--- src/rtl/crs_pkg.sv ---
// Shared types and constants for the Catmull-Rom spline evaluator.
package crs_pkg;

  localparam int MAX_POINTS = 64;
  localparam int AW         = $clog2(MAX_POINTS);
  localparam int FRAC_BITS  = 16;
  localparam int DW         = 32;
  localparam int QW         = 22;          // basis weight width, signed
  localparam int PW         = DW + QW;     // one product
  localparam int ACC_W      = PW + 2;      // sum of four products

  localparam logic MODE_WRITE = 1'b0;
  localparam logic MODE_EVAL  = 1'b1;

  localparam logic [1:0] CFG_LOOPED = 2'd0;
  localparam logic [1:0] CFG_COUNT  = 2'd1;

  typedef enum logic [1:0] {
    ST_OK  = 2'd0,
    ST_SEG = 2'd1,
    ST_FEW = 2'd2
  } status_t;

  typedef struct packed {
    logic                    mode;
    logic [5:0]              write_index;
    logic signed [DW-1:0]    point_x;
    logic signed [DW-1:0]    point_y;
    logic signed [DW-1:0]    point_z;
    logic signed [DW-1:0]    point_speed;
    logic [5:0]              segment;
    logic [FRAC_BITS-1:0]    fraction;
  } in_t;

  typedef struct packed {
    logic signed [DW-1:0] pos_x;
    logic signed [DW-1:0] pos_y;
    logic signed [DW-1:0] pos_z;
    logic signed [DW-1:0] grad_x;
    logic signed [DW-1:0] grad_y;
    logic signed [DW-1:0] grad_z;
    logic signed [DW-1:0] speed;
    status_t              status;
  } out_t;

  typedef struct packed {
    logic signed [DW-1:0] x;
    logic signed [DW-1:0] y;
    logic signed [DW-1:0] z;
    logic signed [DW-1:0] v;
  } pt_t;

  typedef pt_t [3:0] quad_t;

  typedef logic [AW-1:0] addr_t;
  typedef addr_t [3:0] addr_quad_t;

  // query control handed from the front stage to the math pipeline
  typedef struct packed {
    logic                 valid;
    status_t              status;
    logic [FRAC_BITS-1:0] frac;
    logic [FRAC_BITS-1:0] tt;
  } qctl_t;

endpackage

--- src/rtl/crs_index.sv ---
// Neighbor index and status computation for one query.
module crs_index import crs_pkg::*; (
  input  logic       looped,
  input  logic [6:0] point_count,
  input  logic [5:0] segment,
  output addr_quad_t rd_addr,
  output status_t    status
);

  logic [6:0] cnt;
  logic [6:0] seg7;
  logic [6:0] s1;
  logic [6:0] s2;
  logic [6:0] s3;
  logic [6:0] s0m;
  logic [6:0] s2m;

  always_comb begin
    cnt  = (point_count > 7'(MAX_POINTS)) ? 7'(MAX_POINTS) : point_count;
    seg7 = {1'b0, segment};
    s1   = seg7 + 7'd1;
    s2   = seg7 + 7'd2;
    s3   = seg7 + 7'd3;
    s0m  = (seg7 == 7'd0) ? (cnt - 7'd1) : (seg7 - 7'd1);
    s2m  = s2 - cnt;

    if (cnt < 7'd4) begin
      status = ST_FEW;
    end else if (looped) begin
      status = (seg7 >= cnt) ? ST_SEG : ST_OK;
    end else begin
      status = (s3 >= cnt) ? ST_SEG : ST_OK;
    end

    if (looped) begin
      rd_addr[0] = s0m[AW-1:0];
      rd_addr[1] = seg7[AW-1:0];
      rd_addr[2] = (s1 == cnt) ? '0 : s1[AW-1:0];
      rd_addr[3] = (s2 >= cnt) ? s2m[AW-1:0] : s2[AW-1:0];
    end else begin
      rd_addr[0] = seg7[AW-1:0];
      rd_addr[1] = s1[AW-1:0];
      rd_addr[2] = s2[AW-1:0];
      rd_addr[3] = s3[AW-1:0];
    end
  end

endmodule

--- config.mk ---
export PLATFORM = sky130hd
export DESIGN_NAME = crs_index
export DESIGN_NICKNAME = d
export VERILOG_FILES = /design/src/rtl/crs_pkg.sv /design/src/rtl/crs_index.sv
export SDC_FILE = /design/constraint.sdc
export NUM_CORES = 1
export LEC_CHECK = 0
export BUFFER_PORTS_ARGS = -buffer_cell sky130_fd_sc_hd__buf_2
export CAP_MARGIN = 20
export CORE_MARGIN = 4
export CORE_UTILIZATION = 45
export DETAILED_ROUTE_END_ITERATION = 12
export PLACE_DENSITY_LB_ADDON = 0.25
export SLEW_MARGIN = 20
export SYNTH_ARGS = -nofsm -noshare
export SYNTH_HDL_FRONTEND = slang
export SYNTH_SLANG_ARGS = --single-unit
--- constraint.sdc ---
create_clock -name vclk -period 3.45
set_input_delay 0.1725 -clock vclk [all_inputs]
set_output_delay 0.1725 -clock vclk [all_outputs]
set_load 0.1 [all_outputs]
== Yosys cells after proc, flatten, opt, wreduce, memory -nomap -nowiden ==
Cells that the tools add are included.
W data, S select, Z words.
Word-level totals
  flip-flop bits (word level): 0
  bits in latches: 0
  bits in writable memories: 0
  memory bits (read-only): 0
  output and inout bits: 26
  word-level logic and storage cells: 22
  memories: 0
Operators by class
  add/subtract/negate cells: 6
  multipliers: 0
  div/mod/pow operators: 0
  magnitude comparators: 5
  eq/ne operators: 1
  shift operators: 0
  muxes and demuxes: 9
  bitwise gates (word level): 0
  reductions and logical operators: 1
Operator list (number)
  $mux W24: 1
  $mux W6: 3
  $add A6 B2 Y7 const B: 2
  $ge A7 B7 Y1: 2
  $sub A6 B1 Y6 const B: 2
  $add A6 B1 Y7 const B: 1
  $eq A7 B7 Y1: 1
  $ge A6 B7 Y1: 1
  $gt A7 B7 Y1 const B: 1
  $lt A7 B3 Y1 const B: 1
  $mux W7: 1
  $logic_not A6 Y1: 1
  $sub A6 B6 Y6: 1
  $mux W1: 3
  $mux W2: 1

== Depth between registers and ports, before layout ==
Gate-level depths: netlist of run 1.
  depth in word-level cells: 6
  gate-level depth with buffers: 11
  depth with buffers taken out: 11

== Least setup slack after synthesis of run 1 ==
Ideal clock, no wire load.
  kind: in2out
  from: input port segment[3]
  to: output port rd_addr[18] (netlist bit)
  arrival: 4.234 ns
  required time: 3.277 ns
  slack: -0.956 ns
  stages on the path: 10
  path through: buf_1 nand3_1 xnor2_1 ha_1 or2_2 o31ai_1 a31oi_2 a21oi_2 nor2_1 a311oi_1
RTL lines
  start, declared: RTL line crs_index.sv:5  | input logic [5:0] segment,
  end, declared: RTL line crs_index.sv:6  | output addr_quad_t rd_addr,

==> results of run 1 <==
==> metal layers <==
layer	global-route usage, %	up-vias	share of wire, %
met5	0	-	0
met1	33.33	776	46
met3	0	8	7.3
met2	33.79	83	45
li1	-	863	-
met4	2.030	0	1.4
==> cell type report <==
cell class / count / area [sq um]
fillers: 329 / 1398
multi-input cells: 201 / 1480
inverters: 10 / 43.79
well taps: 46 / 57.56
repair buffers: 47 / 357.8
==> what timing repair did <==
action / 4_1_cts / 5_1_grt
gates resized for setup: 0 / 2
hold endpoints to repair: 0 / 0
setup endpoints to repair: 0 / 1
==> kinds of logic after synthesis <==
logic type / after synthesis / share of synthesized area [%]
AOI/OAI and AO/OA: 61 / 26.47
xor gates and xnor gates: 25 / 14.08
adders and majority gates: 25 / 20.52
buffers and inverters: 20 / 7.642
muxes: 7 / 4.586
and+or+nand+nor: 83 / 26.71
==> critical path, delay by kind of cell <==
family	cells	cell delay, ns
fa+ha+maj	2	0.41
simple gates	5	1.29
compound gates	2	0.29
buf+inv	3	0.50
mux	1	0.28
==> cells in the final DEF, fill, tap and decap left out, types with 4 or more instances in the layout <==
cell,Yosys,routed
sky130_fd_sc_hd__a21oi_1,13,11
sky130_fd_sc_hd__mux2i_1,6,5
sky130_fd_sc_hd__ha_1,23,23
sky130_fd_sc_hd__nor3_1,5,5
sky130_fd_sc_hd__buf_12,0,7
sky130_fd_sc_hd__a21o_1,8,8
sky130_fd_sc_hd__nand2b_1,5,5
sky130_fd_sc_hd__xnor2_1,16,16
sky130_fd_sc_hd__nor2_1,22,22
sky130_fd_sc_hd__xor2_1,9,8
sky130_fd_sc_hd__buf_2,1,33
sky130_fd_sc_hd__inv_1,8,7
sky130_fd_sc_hd__nor2b_1,4,4
sky130_fd_sc_hd__nand2_1,26,26
sky130_fd_sc_hd__nand3_1,4,4
sky130_fd_sc_hd__buf_4,0,7
sky130_fd_sc_hd__a21oi_2,2,4
sky130_fd_sc_hd__o21ai_0,11,11
==> power by group <==
| group | switching (W) | internal, W | total [W] |
|---|---|---|---|
| logic | 0.000389 | 0.000163 | 0.000552 |
| clock network | 0 | 0 | 0 |
| registers | 0 | 0 | 0 |
==> stage by stage <==
step / TNS (ns) / area, sq um
detailed placement: 0 / 1931
global placement: 0 / 1931
global route: 0 / 1939
floorplan: -0.04455 / 1594
finish: 0 / 1939
CTS: 0 / 1931
==> worst min-delay path by stage <==
stage           endpoint  slack [ns]  cells after the start
6_report       status[1]        0.88                      5
5_1_grt        status[1]        0.92                      3
4_1_cts        status[1]        0.89                      5
3_5_place_dp   status[1]        0.88                      5
3_3_place_gp   status[1]        0.87                      5
2_1_floorplan  status[1]        0.69                      1
==> run summary, run 1 <==
outcome = finished clean
Final Max Tran Viols = 0
Crit Path Max Fanout = 8
slowest cell delay on critical path = 0.51 ns
post-layout net count = 298
final setup slack of the worst path = 0.3189 ns
startpoint type of the worst setup path = input pin
top cells by area in the synthesized netlist = sky130_fd_sc_hd__ha_1 19%, sky130_fd_sc_hd__xnor2_1 9.0%, sky130_fd_sc_hd__nand2_1 6.3%, sky130_fd_sc_hd__nor2_1 5.3%, sky130_fd_sc_hd__xor2_1 5.1%
die outline area = 4461 sq um
maximum clock frequency = 0.3194 GHz
per-cell routed wire length = 14.84 microns
Power Dens Cells = 284.6 nW/um^2
pre-CTS setup slack = 0.1870 ns
via count of the first global-routing pass = 1540
DRC violation count after routing = 0
worst min path class = in2out
endpoint kind of the worst setup timing path = primary output
count of synthesis-stage warnings from yosys = 0
FF+latch count = 0
slew at the pin closest to its max-slew limit = 0.7816 ns
count of pins on the block boundary = 40
count of placed standard cells in the final layout, fillers left out = 304
CP max stage cell = sky130_fd_sc_hd__or4b_1
Slew HR = 47.90%
overall global routing resource usage = 21.41%
share of the synthesized area in the top cell type = 18.50%
most numerous cell types in the synthesized netlist = 26 x sky130_fd_sc_hd__nand2_1, 23 x sky130_fd_sc_hd__ha_1, 22 x sky130_fd_sc_hd__nor2_1
Data required, critical path = 3.28 ns
Post-DP HPWL = 3619 microns
violation count after the first detailed-route iteration = 105
share of layout cells above drive strength 1 = 26.36%
Clock buffer cells = 0
antenna violations before repair = 0
count of port buffers added during placement = 40
pin count of the biggest net entering global routing = 44
CP endpoint = rd_addr[4]
reported max-cap violation count = 0
unrepaired setup endpoints after global routing = no
Critical Setup Path Class = in2out
leftover overflow at the end of global routing = 0
total placed cells including tap cells = 304
maximum vdd drop = 0.1535 mV
total core area = 3337 sq um
static leakage = 0.8758 nW
standard-cell row count = 21
launch point of the worst path = segment[0]
Synth-to-Final Area Change = 24.70%
area leader, netlist = sky130_fd_sc_hd__ha_1
tightest hold margin = 0.8830 ns
vias = 1730
share of the cycle needed by the critical path after routing = 90.76%
global-route wire length before repair = 7603 microns
Hold Startpoint = point_count[4]
data arrival time of the worst path = 2.96 ns
critical path cell sequence = buf_2, clkinvlp_4, ha_1, or4b_1, nor2_4, mux2i_1, ha_1, nand2_1, or3_1, a211oi_1, a21oi_1, nand2_1, buf_12
final design utilization = 58.12%
Routed Wire Length = 4511 microns
vertical die dimension = 66.79 microns
register cell area after layout = 0 sq um
Yosys cell types = 57
net count after synthesis = 259
n_diodes = 0
Initial Util = 46.61%
post-synth design cell area = 1555 sq um
top-count cell post-synth = sky130_fd_sc_hd__nand2_1
Post-Synthesis Cells = 221
number of vias per cell = 5.691
final count of negative-setup-slack endpoints = 0
shortest clock period the worst path allows after layout = 3.131 ns
post-route total power = 0.0005519 W
Setup Buffers After CTS = 0
Fin. Hold Viols = 0
sequential cell area fraction in the yosys report = 0%
gp weighted congestion = 0.9088
Die X = 66.79 microns
Antenna Nets Post-Route = 0
number of hold buffers added after CTS = 0
detailed-routing iteration count for the pre-antenna-repair pass = 4
mean instance size in the synthesized netlist = 7.037 sq um
Note: power is estimated with default switching activity, not from simulation.
==> run 2, diff against run 1 <==
--- a/config.mk
+++ b/config.mk
@@ -11,6 +11,7 @@
 export CORE_UTILIZATION = 45
 export DETAILED_ROUTE_END_ITERATION = 12
 export PLACE_DENSITY_LB_ADDON = 0.25
+export RECOVER_POWER = 100
 export SLEW_MARGIN = 20
 export SYNTH_ARGS = -nofsm -noshare
 export SYNTH_HDL_FRONTEND = slang
==> run 2 against run 1 <==
Critical path depth decreased by 1. Worst setup slack got worse by 0.12 ns. Highest routed layer unchanged. Final area decreased by 3.5%. Total power decreased by 3.6%. Combinational power decreased by 4%. Final cell count unchanged. Critical path type unchanged.
==> run summary, run 2 (synthesis results as in run 1) <==
Slew HR = 22.52% (-25 points)
final count of negative-setup-slack endpoints = 0 (unchanged)
count of placed standard cells in the final layout, fillers left out = 304 (unchanged)
post-layout net count = 298 (unchanged)
violation count after the first detailed-route iteration = 137 (+30%)
register cell area after layout = 0 sq um (unchanged)
unrepaired setup endpoints after global routing = no
Internal Dissipation = 0.0001474 W (-9.4%)
Data required, critical path = 3.28 ns (about the same)
endpoint kind of the worst setup timing path = primary output
count of pins on the block boundary = 40 (unchanged)
clock share of power = 0% (unchanged)
pin count of the biggest net entering global routing = 44 (unchanged)
leftover overflow at the end of global routing = 0 (unchanged)
vias = 1703 (-1.6%)
detailed-routing iteration count for the pre-antenna-repair pass = 4 (unchanged)
most common cell after layout, fill and taps aside = sky130_fd_sc_hd__nand2_1
Antenna Nets Post-Route = 0 (unchanged)
sequential cell fraction of total power = 0% (unchanged)
number of vias per cell = 5.602 (-1.6%)
part of the power in combinational logic = 100.0% (about the same)
setup TNS = 0 ns (unchanged)
Initial Util = 46.61% (unchanged)
n_diodes = 0 (unchanged)
Crit Path Max Fanout = 10 (+2)
FF+latch count = 0 (unchanged)
global-route wire length before repair = 7603 microns (unchanged)
Final Max Tran Viols = 0 (unchanged)
total core area = 3337 sq um (unchanged)
share of the cycle needed by the critical path after routing = 94.37% (+3.6 points)
Power Dens Cells = 284.3 nW/um^2 (about the same)
Critical Setup Path Class = in2out
shortest clock period the worst path allows after layout = 3.256 ns (+0.1246 ns)
die outline area = 4461 sq um (unchanged)
maximum clock frequency = 0.3072 GHz (-3.8%)
number of hold buffers added after CTS = 0 (unchanged)
Synth-to-Final Area Change = 20.27%
Die X = 66.79 microns (unchanged)
Routed Wire Length = 4516 microns (+0.11%)
startpoint type of the worst setup path = input pin
Post-DP HPWL = 3619 microns (unchanged)
overall global routing resource usage = 21.41% (unchanged)
via count of the first global-routing pass = 1540 (unchanged)
slew at the pin closest to its max-slew limit = 1.167 ns (+0.3856 ns)
count of port buffers added during placement = 40 (unchanged)
most frequent cells in the layout = 26 x sky130_fd_sc_hd__nand2_1, 23 x sky130_fd_sc_hd__ha_1, 22 x sky130_fd_sc_hd__nor2_1
Fin. Hold Viols = 0 (unchanged)
gp weighted congestion = 0.9088 (unchanged)
tightest hold margin = 0.9827 ns (+0.09976 ns)
Setup Buffers After CTS = 0 (unchanged)
maximum vdd drop = 0.1515 mV (-1.3%)
per-cell routed wire length = 14.86 microns (+0.11%)
reported max-cap violation count = 0 (unchanged)
DRC violation count after routing = 0 (unchanged)
outcome = finished clean
Resized Gates After CTS = 0 (unchanged)
worst min path class = in2out
Clock buffer cells = 0 (unchanged)
vertical die dimension = 66.79 microns (unchanged)
area of placed instances = 1931 sq um (unchanged)
switching power = 0.0003845 W (-1.2%)
static leakage = 0.8394 nW (-4.2%)
share of layout cells above drive strength 1 = 22.09% (-4.3 points)
final standard cell area without fillers = 1871 sq um (-3.5%)
total placed cells including tap cells = 304 (unchanged)
final design utilization = 56.06% (-2.1 points)
antenna violations before repair = 0 (unchanged)
Switching Fraction = 72.29% (+1.8 points)
standard-cell row count = 21 (unchanged)
data arrival time of the worst path = 3.08 ns (+0.12 ns)
[run 2: cell count changes in the layout (fill, tap and decap cells not counted), moves of 3 or more]
cell                       before  now
sky130_fd_sc_hd__buf_12         7    4
sky130_fd_sc_hd__clkbuf_1       0    7
sky130_fd_sc_hd__clkbuf_2       0   10
sky130_fd_sc_hd__buf_2         33   17
[run 2: layer usage]
metal | wire length (microns) | GRT usage [%] | share of wire (%)
met1 | 2130 | 33.33 | 47
met2 | 2067 | 33.79 | 46
met3 | 283 | 0 | 6.3
met4 | 35 | 2.030 | 0.78
met5 | 0 | 0 | 0
[run 2: worst paths after layout]
kind | start | endpoint | slack (ns) | cells past startpoint
hold / removal | segment[4] | rd_addr[22] | 0.98 | 3
setup / recovery | segment[1] | rd_addr[20] | 0.19 | 12
[run 2: power groups by stage]
stage               clock network [W]  logic (W)  registers (W)
floorplan                           0   0.000422              0
global placement                    0   0.000547              0
detailed placement                  0   0.000549              0
CTS                                 0   0.000551              0
global route                        0   0.000564              0
finish                              0   0.000532              0
[run 2: final cells by class]
cell class                      count  area (sq um)
Timing Repair Buffer               47         312.8
Tap cell                           46         57.56
Fill cell                         345          1466
Inverter                           10         43.79
Multi-Input combinational cell    201          1456
[run 2: per-stage QoR]
step / setup slack, ns / total power (W)
5_1_grt: 0.02580 / 0.0005637
2_1_floorplan: -0.03179 / 0.0004220
4_1_cts: 0.1882 / 0.0005510
3_5_place_dp: 0.1870 / 0.0005492
3_3_place_gp: 0.3325 / 0.0005467
6_report: 0.1943 / 0.0005318
[run 2: critical path, cell delays in order]
cell	delay (ns)
sky130_fd_sc_hd__buf_2	0.20
sky130_fd_sc_hd__ha_1	0.32
sky130_fd_sc_hd__nand3_1	0.15
sky130_fd_sc_hd__xnor2_1	0.23
sky130_fd_sc_hd__ha_1	0.29
sky130_fd_sc_hd__or2_2	0.28
sky130_fd_sc_hd__o31ai_1	0.07
sky130_fd_sc_hd__a31oi_1	0.11
sky130_fd_sc_hd__a21oi_2	0.43
sky130_fd_sc_hd__o211ai_1	0.18
sky130_fd_sc_hd__o311ai_2	0.13
sky130_fd_sc_hd__clkbuf_2	0.51
==> run 3, diff against run 2 <==
--- a/config.mk
+++ b/config.mk
@@ -8,7 +8,7 @@
 export BUFFER_PORTS_ARGS = -buffer_cell sky130_fd_sc_hd__buf_2
 export CAP_MARGIN = 20
 export CORE_MARGIN = 4
-export CORE_UTILIZATION = 45
+export CORE_UTILIZATION = 53
 export DETAILED_ROUTE_END_ITERATION = 12
 export PLACE_DENSITY_LB_ADDON = 0.25
 export RECOVER_POWER = 100
==> run 3 against run 2 <==
Worst setup slack better by 0.061 ns. Total power up 0.89%. Critical path depth unchanged. Highest routed layer unchanged.
==> run summary, run 3 (synthesis results as in run 1) <==
Routed Wire Length = 4489 microns (-0.60%)
data arrival time of the worst path = 3.02 ns (-0.06 ns)
count of placed standard cells in the final layout, fillers left out = 289 (-4.9%)
Switching Fraction = 71.91% (-0.38 points)
clock share of power = 0% (unchanged)
Fin. Hold Viols = 0 (unchanged)
count of pins on the block boundary = 40 (unchanged)
n_diodes = 0 (unchanged)
post-layout net count = 298 (unchanged)
final count of negative-setup-slack endpoints = 0 (unchanged)
number of hold buffers added after CTS = 0 (unchanged)
share of the cycle needed by the critical path after routing = 92.60% (-1.8 points)
gp weighted congestion = 0.9184 (+1.1%)
shortest clock period the worst path allows after layout = 3.195 ns (-0.06090 ns)
die outline area = 3865 sq um (-13%)
leftover overflow at the end of global routing = 0 (unchanged)
Critical Setup Path Class = in2out
global-route wire length before repair = 7486 microns (-1.5%)
share of layout cells above drive strength 1 = 22.87% (+0.78 points)
register cell area after layout = 0 sq um (unchanged)
overall global routing resource usage = 22.26% (+0.85 points)
pin count of the biggest net entering global routing = 44 (unchanged)
number of vias per cell = 5.948 (+6.2%)
most common cell after layout, fill and taps aside = sky130_fd_sc_hd__nand2_1
standard-cell row count = 19 (-9.5%)
Setup Buffers After CTS = 0 (unchanged)
detailed-routing iteration count for the pre-antenna-repair pass = 4 (unchanged)
final standard cell area without fillers = 1876 sq um (+0.27%)
worst min path class = in2out
sequential cell fraction of total power = 0% (unchanged)
Final Max Tran Viols = 0 (unchanged)
vias = 1719 (+0.94%)
total placed cells including tap cells = 289 (-4.9%)
fillers = 260 (-25%)
static leakage = 0.8454 nW (+0.71%)
slew at the pin closest to its max-slew limit = 1.169 ns (+0.001373 ns)
Initial Util = 55.92% (+9.3 points)
reported max-cap violation count = 0 (unchanged)
final setup slack of the worst path = 0.2552 ns (+0.06090 ns)
maximum clock frequency = 0.3130 GHz (+1.9%)
area of placed instances = 1912 sq um (-0.97%)
Slew HR = 22.43% (-0.091 points)
Crit Path Max Fanout = 16 (+6)
total core area = 2781 sq um (-17%)
maximum vdd drop = 0.2029 mV (+34%)
FF+latch count = 0 (unchanged)
Post-DP HPWL = 3561 microns (-1.6%)
antenna violations before repair = 0 (unchanged)
endpoint kind of the worst setup timing path = primary output
violation count after the first detailed-route iteration = 100 (-27%)
switching power = 0.0003858 W (+0.36%)
unrepaired setup endpoints after global routing = no
Resized Gates After CTS = 0 (unchanged)
part of the power in combinational logic = 100.0% (about the same)
per-cell routed wire length = 15.53 microns (+4.6%)
Antenna Nets Post-Route = 0 (unchanged)
Die X = 62.17 microns (-6.9%)
Clock buffer cells = 0 (unchanged)
Power Dens Cells = 286.1 nW/um^2 (+0.62%)
most frequent cells in the layout = 26 x sky130_fd_sc_hd__nand2_1, 23 x sky130_fd_sc_hd__ha_1, 22 x sky130_fd_sc_hd__nor2_1
pre-CTS setup slack = 0.1757 ns (-0.01127 ns)
DRC violation count after routing = 0 (unchanged)
count of port buffers added during placement = 40 (unchanged)
via count of the first global-routing pass = 1570 (+1.9%)
Internal Dissipation = 0.0001507 W (+2.3%)
Synth-to-Final Area Change = 20.60%
final design utilization = 67.43% (+11 points)
startpoint type of the worst setup path = input pin
outcome = finished clean
Data required, critical path = 3.28 ns (about the same)
vertical die dimension = 62.17 microns (-6.9%)
post-route total power = 0.0005366 W (+0.89%)
-- run 3: changes by cell type in the layout (fill, tap and decap cells not counted) --
cell	delta
sky130_fd_sc_hd__clkbuf_2	-4
sky130_fd_sc_hd__buf_2	+3
sky130_fd_sc_hd__a311oi_1	-1
sky130_fd_sc_hd__a311oi_2	+1
sky130_fd_sc_hd__a31oi_1	-1
sky130_fd_sc_hd__a31oi_2	+1
sky130_fd_sc_hd__buf_12	+1
sky130_fd_sc_hd__buf_6	-1
sky130_fd_sc_hd__clkbuf_4	+1
-- run 3: worst paths after layout --
kind | to | start | cells past startpoint | slack (ns)
worst max-delay path | rd_addr[23] | segment[2] | 12 | 0.26
worst min-delay path | rd_addr[8] | segment[2] | 3 | 1.01
-- run 3: cell type report --
type | count | area [sq um] | share of cell area [%]
multi-input cells | 201 | 1469 | 78.32
inverters | 10 | 43.79 | 2.335
repair buffers | 47 | 324.1 | 17.28
well taps | 31 | 38.79 | 2.068
-- run 3: power groups by stage --
stage | registers [W] | clock network [W] | logic [W]
final | 0 | 0 | 0.000537
after global routing | 0 | 0 | 0.000567
after CTS | 0 | 0 | 0.000549
after detailed placement | 0 | 0 | 0.000548
after global placement | 0 | 0 | 0.000543
after floorplan | 0 | 0 | 0.000422
-- run 3: metal layers --
metal	part of all wire, %	global-route usage (%)	wire (microns)	vias to the layer above
li1	-	-	-	864
met1	45	31.74	2001	778
met2	47	38.21	2132	75
met3	7.8	1.441	349	2
met4	0.16	0.8130	7	0
met5	0	0	0	-
-- run 3: metrics by stage --
stage,setup TNS [ns],hold slack [ns]
finish,0,1.008
global route,0,1.029
CTS,0,0.8841
detailed placement,0,0.8806
global placement,0,0.8722
floorplan,-0.04455,0.6873
-- run 3: worst max-delay path, cell delays in order --
cell                       delay, ns
sky130_fd_sc_hd__buf_2          0.29
sky130_fd_sc_hd__ha_1           0.27
sky130_fd_sc_hd__nand3_1        0.12
sky130_fd_sc_hd__xnor2_1        0.29
sky130_fd_sc_hd__ha_1           0.31
sky130_fd_sc_hd__or2_2          0.28
sky130_fd_sc_hd__o31ai_1        0.09
sky130_fd_sc_hd__a31oi_2        0.10
sky130_fd_sc_hd__a21oi_2        0.43
sky130_fd_sc_hd__mux2i_1        0.29
sky130_fd_sc_hd__a21oi_2        0.08
sky130_fd_sc_hd__clkbuf_4       0.31
